### config.mk
export PLATFORM = sky130hd
export DESIGN_NAME = fpa_front
export DESIGN_NICKNAME = d
export VERILOG_FILES = /design/src/fixed_point_alu_q24_8_assert.svh /design/src/fpa_pkg.sv /design/src/fpa_front.sv
export SDC_FILE = /design/constraint.sdc
export NUM_CORES = 1
export LEC_CHECK = 0
export ABC_AREA = 1
export ABC_CLOCK_PERIOD_IN_PS = 900
export BUFFER_PORTS_ARGS = -buffer_cell sky130_fd_sc_hd__buf_2
export CORE_MARGIN = 1.5
export CORE_UTILIZATION = 40
export CTS_BUF_LIST = sky130_fd_sc_hd__clkbuf_4 sky130_fd_sc_hd__clkbuf_8
export DETAILED_ROUTE_END_ITERATION = 16
export PLACE_DENSITY = 0.63
export SLEW_MARGIN = 40
export SYNTH_ARGS = -nofsm -noshare
export SYNTH_HDL_FRONTEND = slang
export SYNTH_SLANG_ARGS = --single-unit
### constraint.sdc
create_clock -name clk -period 0.9 [get_ports clk]
set_clock_uncertainty 0.05 [all_clocks]
set_input_delay 0.18 -clock clk [delete_from_list [all_inputs] [get_ports clk]]
set_output_delay 0.18 -clock clk [all_outputs]
set_load 0.05 [all_outputs]
### src/fixed_point_alu_q24_8_assert.svh
// Assertion macros for the Q24.8 fixed-point ALU.
// Depends on nothing; included by the top level, which carries the checks.
`ifndef FIXED_POINT_ALU_Q24_8_ASSERT_SVH
`define FIXED_POINT_ALU_Q24_8_ASSERT_SVH
`ifndef SYNTHESIS
`define FPA_ASSERT(lbl, ck, rstn, prop) \
    lbl: assert property (@(posedge ck) disable iff (!rstn) (prop)) \
        else $error("check failed");
`define FPA_ASSERT_IMP(lbl, ck, rstn, ante, cons) \
    lbl: assert property (@(posedge ck) disable iff (!rstn) (ante) |-> (cons)) \
        else $error("check failed");
`else
`define FPA_ASSERT(lbl, ck, rstn, prop)
`define FPA_ASSERT_IMP(lbl, ck, rstn, ante, cons)
`endif
`endif

### src/fpa_pkg.sv
// Types, constants and operation codes for the Q24.8 fixed-point ALU.
// Depends on nothing; used by every module of the block.
package fpa_pkg;

    localparam int DATA_W     = 32;
    localparam int FRAC_BITS  = 8;
    // product bits that matter for the wrapped, rounded result
    localparam int PROD_W     = DATA_W + FRAC_BITS;
    // divide numerator |a| * 2^(F+1) + |b|
    localparam int NUM_W      = DATA_W + FRAC_BITS + 2;
    localparam int DIV_STEPS  = 7;
    localparam int DIV_STAGES = (NUM_W + DIV_STEPS - 1) / DIV_STEPS;
    localparam int NUM_PAD_W  = DIV_STAGES * DIV_STEPS;
    localparam int REM_W      = DATA_W + 1;
    localparam int NSTG       = DIV_STAGES + 3;
    localparam logic [PROD_W-1:0] HALF_LSB = PROD_W'(1) << (FRAC_BITS - 1);

    typedef enum logic [3:0] {
        K_ADD      = 4'd0,
        K_SUB      = 4'd1,
        K_MUL      = 4'd2,
        K_DIV      = 4'd3,
        K_MIN      = 4'd4,
        K_MAX      = 4'd5,
        K_INC      = 4'd6,
        K_DEC      = 4'd7,
        K_TO_INT   = 4'd8,
        K_FROM_INT = 4'd9
    } kind_t;

    typedef struct packed {
        logic [3:0]               kind;
        logic signed [DATA_W-1:0] operand_a;
        logic signed [DATA_W-1:0] operand_b;
    } op_req_t;

    typedef struct packed {
        logic signed [DATA_W-1:0] result_value;
        logic                     a_greater;
        logic                     a_less;
        logic                     a_equal;
        logic                     divide_by_zero;
    } res_rsp_t;

    typedef struct packed {
        logic load;
        logic valid;
    } stage_ctl_t;

    typedef struct packed {
        logic [3:0]        kind;
        logic [DATA_W-1:0] simple;
        logic              gt;
        logic              lt;
        logic              eq;
        logic              neg;
        logic [DATA_W-1:0] ma;
        logic [DATA_W-1:0] mb;
    } front_t;

    typedef struct packed {
        logic [3:0]           kind;
        logic [DATA_W-1:0]    simple;
        logic                 gt;
        logic                 lt;
        logic                 eq;
        logic                 neg;
        logic                 dz;
        logic [PROD_W-1:0]    prod;
        logic [REM_W-1:0]     rem;
        logic [REM_W-1:0]     dvs;
        logic [NUM_PAD_W-1:0] num;
    } div_t;

endpackage

### src/fpa_front.sv
// Front stage: compare flags, simple operations and operand magnitudes.
// Depends on fpa_pkg.
module fpa_front
    import fpa_pkg::*;
(
    input  logic       clk,
    input  logic       rst_n,
    input  stage_ctl_t ctl,
    input  op_req_t    op,
    output logic       valid,
    output front_t     data
);

    logic   valid_reg;
    front_t data_reg;
    front_t data_next;

    // work out flags, magnitudes and the simple results
    always_comb
    begin
        data_next.kind = op.kind;
        data_next.eq   = (op.operand_a == op.operand_b);
        data_next.lt   = (op.operand_a < op.operand_b);
        data_next.gt   = !data_next.eq && !data_next.lt;
        data_next.neg  = op.operand_a[DATA_W-1] ^ op.operand_b[DATA_W-1];
        data_next.ma   = op.operand_a[DATA_W-1] ? (DATA_W'(0) - op.operand_a) : op.operand_a;
        data_next.mb   = op.operand_b[DATA_W-1] ? (DATA_W'(0) - op.operand_b) : op.operand_b;
        case (op.kind)
            K_ADD:      data_next.simple = op.operand_a + op.operand_b;
            K_SUB:      data_next.simple = op.operand_a - op.operand_b;
            K_MIN:      data_next.simple = data_next.lt ? op.operand_a : op.operand_b;
            K_MAX:      data_next.simple = data_next.gt ? op.operand_a : op.operand_b;
            K_INC:      data_next.simple = op.operand_a + DATA_W'(1);
            K_DEC:      data_next.simple = op.operand_a - DATA_W'(1);
            K_TO_INT:   data_next.simple = op.operand_a >>> FRAC_BITS;
            K_FROM_INT: data_next.simple = op.operand_a << FRAC_BITS;
            default:    data_next.simple = '0;
        endcase
    end

    // hold the valid bit
    always_ff @(posedge clk or negedge rst_n)
    begin
        if (!rst_n)
            valid_reg <= 1'b0;
        else if (ctl.load)
            valid_reg <= ctl.valid;
    end

    // advance the payload
    always_ff @(posedge clk)
    begin
        if (ctl.load)
            data_reg <= data_next;
    end

    assign valid = valid_reg;
    assign data  = data_reg;

endmodule

==> results.tsv, run 1 <==
metric	value	unit
cts_root_buffer	clkbuf_8	
grt_use_total	41.3	%
drt-vias-per-instance	5.78	
clock_latency	410	ps
grt_start_max_net_pins	35	
dieArea	0.0286	mm²
synth_top_family_by_area	simple AND/OR/NAND/NOR gates	
synth_xor_xnor_area_share	5.48	%
coreArea	0.0270	mm²
clkSlewWorstSetupHoldPaths	120	ps
final_nets	2565	
netlist_area	0.0110	mm²
syn_inst	1637	
finalMaxSlewViolations	0	
drive_above_1_share	53.2	%
cp_slowest_cell	ha_4	
synth_warnings	0	
final_area	0.0211	mm²
dp_hpwl	45700	µm
cts.sinks	105	
period_minus_slack	3240	ps
chipWidth	169	µm
status	finished, violations left	
grt-ovfl-total	0	
synthArstFlopShare	0.952	%
peakVddDrop	0.776	mV
port-buffer-count	176	
multi_input_area	0.00952	mm²
critical-path-max-stage-delay	320	ps
via_count	16000	
hold_ws	24.2	ps
period_share	360	%
final_cell_mix	buf_4 (514), nand2_1 (317), buf_6 (202)	
tightest_slew	549	ps
synth_mux_area_share	0.102	%
syn_avg_cell_area	6.74	µm²
critical_path_class	input port to flop	
drt-pass1-iter-count	6	
tns	-146700	ps
cpMostUsedCell	nand2_1	
synthAdderAreaFrac	8.07	%
final_util	78.0	%
synth.yosys.seq_area_share	28.5	%
cap_violations	0	
worstPathMaxFanout	4	
maxSlewHeadroom	63.1	%
place_area	0.0169	mm²
seqCellArea	0.00315	mm²
antenna_found_initial	1	
setup_slack	-2340	ps
largest_reg_flops	104	
fmax	308	MHz
ios	177	
ys_ff_latch	105	
synthSimpleGateAreaFrac	35.3	%
grt_setup_unrepaired	yes	
layout.cells.most_common	buf_4	
hold_path_class	input port to flop	
rows	60	
leakage	9.89	nW
clock_path_buffers	2	
crit_arrival	3320	ps
cts_max_level	3	
violations	negative setup slack	
power.density	1130	mW/mm²
crit_path_end_kind	flop	
drc	0	
cp.required	980	ps
synth-main-ff-cell	edfxtp_1	
synth_edf_count	104	
cts_tree	yes	
grt_pass1_wl	87400	µm
synth_compound_area_share	14.6	%
postRouteAntennaNets	0	
syn2layout_area_growth	91.0	%
numCtsBuffers	9	
synth_nets	1779	
fill_cells	1842	
die_h	169	µm
grt_pass1_vias	14800	
yosysUniqueCellTypes	54	
wl_per_cell	23.6	µm
critPathLaunchType	input port	
finalSetupViolations	200	
path_cells	buf_2 > clkinvlp_4 > nand4_1 > buf_6 > nor2_4 > nand2_4 > nor2_4 > buf_4 > buf_6 > xor2_4 > o21ai_2 > ha_4 > nand2_1 > nor2_1 > nand3_1 > nand2_2 > buf_4 > nand3_4 > nand2_1 > nand2_1 > nand3_1 > nand2_1 > inv_1 > nand3_2	
gp_congestion	1.02	
timing_hold_violations_final	0	
total_power	0.0239	W
initial_core_util	40.8	%
drt_iter0_drc	2120	
wl	65300	µm
cell usage after synthesis, types with 2 or more instances:
cell	instances	area (µm²)
nand2_1	411	1540
nor2_1	198	743
inv_1	186	698
nand3_1	143	716
o21ai_0	118	591
edfxtp_1	104	3120
a21oi_1	103	515
ha_1	68	851
xor2_1	63	552
nor3_1	28	140
clkbuf_1	25	93.8
nand4_1	21	131
o22ai_1	19	119
nand2_2	12	75.1
nor2_2	12	75.1
o21bai_1	12	90.1
o211ai_1	11	82.6
nand3b_1	9	67.6
nor4_1	9	56.3
or2_2	9	56.3
a21o_1	8	60.1
nand2_4	7	78.8
xnor2_1	6	52.6
a31oi_1	4	25.0
nand3_2	4	40.0
o21a_1	4	30.0
buf_1	3	11.3
buf_2	3	15.0
inv_2	3	11.3
a211oi_1	2	15.0
and2_1	2	12.5
buf_6	2	22.5
fa_1	2	40.0
nand2_8	2	40.0
nand3_4	2	35.0
nor2_4	2	22.5
nor3b_1	2	15.0
o21ai_1	2	10.0
critical path, delay by kind of cell:
| family | cells | cell delay (ps) |
|---|---|---|
| compound gates | 1 | 150 |
| xor+xnor | 1 | 260 |
| fa+ha+maj | 1 | 320 |
| buf+inv | 7 | 890 |
| simple gates | 14 | 1500 |
worst paths after layout:
kind                                    from                  end  slack [ps]  cells past startpoint
max                                    op[4]   data[89]$_DFFE_PP_       -2340                     24
min                                   op[64]  data[100]$_DFFE_PP_          20                      2
max reg2reg                valid$_DFFE_PN0P_    valid$_DFFE_PN0P_          60                      1
min reg2reg                valid$_DFFE_PN0P_    valid$_DFFE_PN0P_         510                      1
max in group asynchronous              rst_n    valid$_DFFE_PN0P_         120                      3
min in group asynchronous              rst_n    valid$_DFFE_PN0P_         560                      3
cell type report:
type	instances	share of cell area, %
Multi-Input combinational cell	1307	45.2
Timing Repair Buffer	809	33.2
Sequential cell	105	14.9
Inverter	191	3.71
Tap cell	341	2.02
Clock buffer	10	0.623
Clock inverter	6	0.273
Antenna cell	1	0.0119
cell families (layout without fill, tap and decap cells):
kind of cell               count (synthesis)  after routing
muxes                                      1              1
buffers and inverters                    225           1016
and+or+nand+nor                          877            877
adders and majority gates                 70             70
other                                      0              1
DFF                                      105            105
AOI/OAI and AO/OA                        290            290
xor gates and xnor gates                  69             69
power by group:
part	switching, W	total [W]	leakage [nW]	internal (W)
clock	0.00215	0.00326	0.0987	0.00112
sequential	0.000297	0.00633	1.02	0.00603
combinational	0.00828	0.0143	8.77	0.00601
total	0.0107	0.0239	9.89	0.0132
metal layers:
metal | global-route usage, % | wire, µm
met1 | 56.8 | 25500
met4 | 14.8 | 3570
met5 | 0 | 0
met3 | 7.83 | 7770
met2 | 64.7 | 28500
what timing repair did:
item	4_1_cts	5_1_grt
setup buffers	87	49
pin swaps	129	130
endpoints found under the setup margin	200	201
resized for setup	579	264
hold buffers	5	0
hold endpoints to repair	4	0
metrics by stage:
step | cells | setup slack [ps]
2_1_floorplan | 1637 | -2010
3_3_place_gp | 2663 | -3020
3_5_place_dp | 2663 | -3060
4_1_cts | 2745 | -2140
5_1_grt | 2770 | -2470
6_report | 2770 | -2340
Note: power is estimated with default switching activity, not from simulation.
==> run 2: changes to the inputs <==
--- a/config.mk
+++ b/config.mk
@@ -5,14 +5,14 @@
 export SDC_FILE = /design/constraint.sdc
 export NUM_CORES = 1
 export LEC_CHECK = 0
-export ABC_AREA = 1
+export ABC_AREA = 0
 export ABC_CLOCK_PERIOD_IN_PS = 900
 export BUFFER_PORTS_ARGS = -buffer_cell sky130_fd_sc_hd__buf_2
 export CORE_MARGIN = 1.5
 export CORE_UTILIZATION = 40
 export CTS_BUF_LIST = sky130_fd_sc_hd__clkbuf_4 sky130_fd_sc_hd__clkbuf_8
 export DETAILED_ROUTE_END_ITERATION = 16
-export PLACE_DENSITY = 0.63
+export PLACE_DENSITY = 0.64
 export SLEW_MARGIN = 40
 export SYNTH_ARGS = -nofsm -noshare
 export SYNTH_HDL_FRONTEND = slang
==> constraint.sdc (replaced) <==
create_clock -name clk -period 0.9 [get_ports clk]
set_clock_uncertainty 0.05 [all_clocks]
set_input_delay 0.135 -clock clk [delete_from_list [all_inputs] [get_ports clk]]
set_output_delay 0.135 -clock clk [all_outputs]
set_load 0.05 [all_outputs]
==> run 2 against run 1 <==
Against the previous run: the flow still finishes with violations (negative setup slack); non-clock buffer count shrank 171; final cell count shrank 30%; final area shrank 25%; clock power grew 3%; sequential cell count is the same; utilization shrank 8.4 points; die area shrank 15%; worst hold slack lost 3.4 ps.
==> results.tsv, run 2 <==
metric	value	unit	change
netlist_area	0.00935	mm²	was 0.0110 mm²
multi_input_area	0.00688	mm²	was 0.00952 mm²
setup_slack	-3300	ps	was -2340 ps
antenna_found_initial	1		unchanged
syn_inst	1026		was 1637
die_h	156	µm	was 169 µm
status	finished, violations left		unchanged
cpMostUsedCell	a21oi_2		was nand2_1
num_antenna_cells	0		was 1
critical-path-max-stage-delay	430	ps	was 320 ps
ios	177		unchanged
grt_pass1_vias	10800		was 14800
clkSlewWorstSetupHoldPaths	110	ps	was 120 ps
violations	negative setup slack		unchanged
synth_warnings	0		unchanged
drc	0		unchanged
grt_setup_unrepaired	yes		unchanged
synth_compound_area_share	23.0	%	was 14.6%
seqCellArea	0.00315	mm²	unchanged
wl_per_cell	21.5	µm	was 23.6 µm
r2r_slack	70	ps	was 60 ps
synth_edf_count	104		unchanged
drt_iter0_drc	1241		was 2120
place_area	0.0138	mm²	was 0.0169 mm²
crit_arrival	4320	ps	was 3320 ps
leakage	6.99	nW	was 9.89 nW
rows	55		was 60
dieArea	0.0243	mm²	was 0.0286 mm²
power.density	1280	mW/mm²	was 1130 mW/mm²
synth-main-ff-cell	edfxtp_1		unchanged
peakVddDrop	0.665	mV	was 0.776 mV
postRouteAntennaNets	0		unchanged
hold_ws	20.8	ps	was 24.2 ps
crit_family	simple AND/OR/NAND/NOR gates		unchanged
finalMaxSlewViolations	0		unchanged
period_share	467	%	was 360%
finalSetupViolations	200		unchanged
synth_mux_area_share	0.335	%	was 0.102%
drt-vias-per-instance	5.69		was 5.78
synth_top_family_by_area	compound AO/OA/AOI/OAI gates		was simple AND/OR/NAND/NOR gates
chipWidth	156	µm	was 169 µm
grt-ovfl-total	0		unchanged
synth_top_cell_by_area	edfxtp_1		unchanged
cts_tree	yes		unchanged
initial_core_util	41.0	%	was 40.8%
clock_latency	400	ps	was 410 ps
clock_path_buffers	2		unchanged
fill_cells	1696		was 1842
largest_reg_flops	104		unchanged
gp_congestion	1.03		was 1.02
grt_use_total	33.4	%	was 41.3%
timing.rr.start	valid$_DFFE_PN0P_		unchanged
final_area	0.0158	mm²	was 0.0211 mm²
crit_path_end_kind	flop		unchanged
synth.yosys.seq_area_share	33.7	%	was 28.5%
critPathLaunchType	input port		unchanged
yosysUniqueCellTypes	70		was 54
path_depth	23		was 24
maxSlewHeadroom	58.2	%	was 63.1%
hold_path_class	input port to flop		unchanged
final_nets	1765		was 2565
cap_violations	0		unchanged
cp_slowest_cell	or4_4		was ha_4
final_cell_mix	buf_4 (404), buf_2 (127), edfxtp_1 (104)		was buf_4 (514), nand2_1 (317), buf_6 (202)
worst-path-buf-inv	2		was 7
yosysMostFrequentCell	xnor2_1		was nand2_1
layout.cells.most_common	buf_4		unchanged
ys_ff_latch	105		unchanged
cts_max_level	3		unchanged
synth_top_area_share	33.4	%	was 28.3%
dp_hpwl	30700	µm	was 45700 µm
synthTopCellsByCount	xnor2_1 (116), edfxtp_1 (104), a21oi_1 (97)		was nand2_1 (411), nor2_1 (198), inv_1 (186)
path_cells	buf_8 > clkinvlp_4 > ha_4 > nand3_4 > or3_4 > nand4b_1 > or3_4 > nor2_4 > nand4_1 > xnor2_1 > a21oi_2 > ha_4 > a21oi_2 > o21bai_1 > a21o_1 > or4_4 > o21a_1 > a21oi_2 > o21bai_1 > a21oi_2 > xor2_1 > o22ai_1 > a211o_1		was buf_2 > clkinvlp_4 > nand4_1 > buf_6 > nor2_4 > nand2_4 > nor2_4 > buf_4 > buf_6 > xor2_4 > o21ai_2 > ha_4 > nand2_1 > nor2_1 > nand3_1 > nand2_2 > buf_4 > nand3_4 > nand2_1 > nand2_1 > nand3_1 > nand2_1 > inv_1 > nand3_2
synthAdderAreaFrac	9.53	%	was 8.07%
synthSimpleGateAreaFrac	15.0	%	was 35.3%
startpoint	op[1]		was op[4]
timing_hold_violations_final	0		unchanged
cts.sinks	105		unchanged
critical_path_class	input port to flop		unchanged
synth_nets	1168		was 1779
timing.rr.end	valid$_DFFE_PN0P_		unchanged
coreArea	0.0228	mm²	was 0.0270 mm²
cp.required	1020	ps	was 980 ps
r2r_cells	1		unchanged
syn_avg_cell_area	9.11	µm²	was 6.74 µm²
cts_root_buffer	clkbuf_8		unchanged
port-buffer-count	176		unchanged
crit_end	data[92]$_DFFE_PP_		was data[89]$_DFFE_PP_
grt_pass1_wl	61300	µm	was 87400 µm
wl	41700	µm	was 65300 µm
fmax	238	MHz	was 308 MHz
grt_start_max_net_pins	35		unchanged
syn2layout_area_growth	69.5	%	was 91.0%
worstPathMaxFanout	2		was 4
drt-pass1-iter-count	9		was 6
numCtsBuffers	9		unchanged
synthArstFlopShare	0.952	%	unchanged
drive_above_1_share	51.5	%	was 53.2%
yosys-top-cells-area	edfxtp_1 (33%), xnor2_1 (11%), ha_1 (9.1%), a21oi_1 (5.2%), o21ai_0 (4.1%)		was edfxtp_1 (28%), nand2_1 (14%), ha_1 (7.7%), nor2_1 (6.7%), nand3_1 (6.5%)
synth_xor_xnor_area_share	13.8	%	was 5.48%
tightest_slew	626	ps	was 549 ps
final_util	69.6	%	was 78.0%
period_minus_slack	4200	ps	was 3240 ps
via_count	11000		was 16000
==> run 2: cell types whose count changed in the layout (fill, tap and decap cells not counted), moves of 35 or more <==
cell     delta
buf_2      +66
buf_4     -110
buf_6     -117
inv_1     -110
nand2_1   -253
nand2_2    -56
nand3_1    -89
nor2_1    -107
nor2_4     -35
xnor2_1    +98
==> run 2: layout make-up <==
type	count	area share [%]
Clock buffer	10	0.829
Clock inverter	6	0.450
Inverter	54	1.46
Multi-Input combinational cell	815	43.4
Sequential cell	105	19.9
Tap cell	313	2.47
Timing Repair Buffer	638	31.5
==> run 2: through the flow <==
stage          setup WS [ps]  setup TNS, ps  total power [W]  cells
6_report               -3300        -180390           0.0203   1941
5_1_grt                -3520        -188920           0.0211   1941
4_1_cts                -3250        -173380           0.0196   1926
3_5_place_dp           -3800        -201360           0.0155   1841
3_3_place_gp           -3710        -198910           0.0154   1841
2_1_floorplan          -3450        -145730           0.0118   1026
==> run 2: logic make-up after synthesis <==
| logic type | count (synthesis) |
|---|---|
| buffers and inverters | 106 |
| AOI/OAI and AO/OA | 324 |
| DFF | 105 |
| adders and majority gates | 70 |
| muxes | 3 |
| xor gates and xnor gates | 145 |
| and+or+nand+nor | 273 |
==> run 2: repair_timing <==
item,CTS,global route
gates resized for setup,213,100
cloned,1,0
endpoints found under the hold margin,3,0
pin swaps,88,49
setup buffers,67,26
endpoints found under the setup margin,197,200
hold buffers,4,0
==> run 2: worst min-delay path by stage <==
stage | startpoint | to | slack [ps] | cells past startpoint
finish | op[66] | data[102]$_DFFE_PP_ | 20 | 2
global route | op[6] | data[6]$_DFFE_PP_ | 30 | 2
CTS | op[66] | data[102]$_DFFE_PP_ | 20 | 2
detailed placement | rst_n | valid$_DFFE_PN0P_ | -140 | 1
global placement | rst_n | valid$_DFFE_PN0P_ | -140 | 1
floorplan | rst_n | valid$_DFFE_PN0P_ | -210 | 0
==> run 2: report_power, final <==
group	internal (W)	switching [W]	total [W]	leakage, nW
sequential	0.00606	0.000200	0.00626	1.02
combinational	0.00448	0.00624	0.0107	5.87
clock	0.00136	0.00199	0.00336	0.105
==> run 2: layer usage <==
metal	global-route usage, %	vias to the layer above	routed length [µm]
li1	-	5057	-
met1	46.7	5216	17500
met2	50.1	657	17800
met3	7.97	113	4920
met4	12.2	0	1540
met5	0	-	0
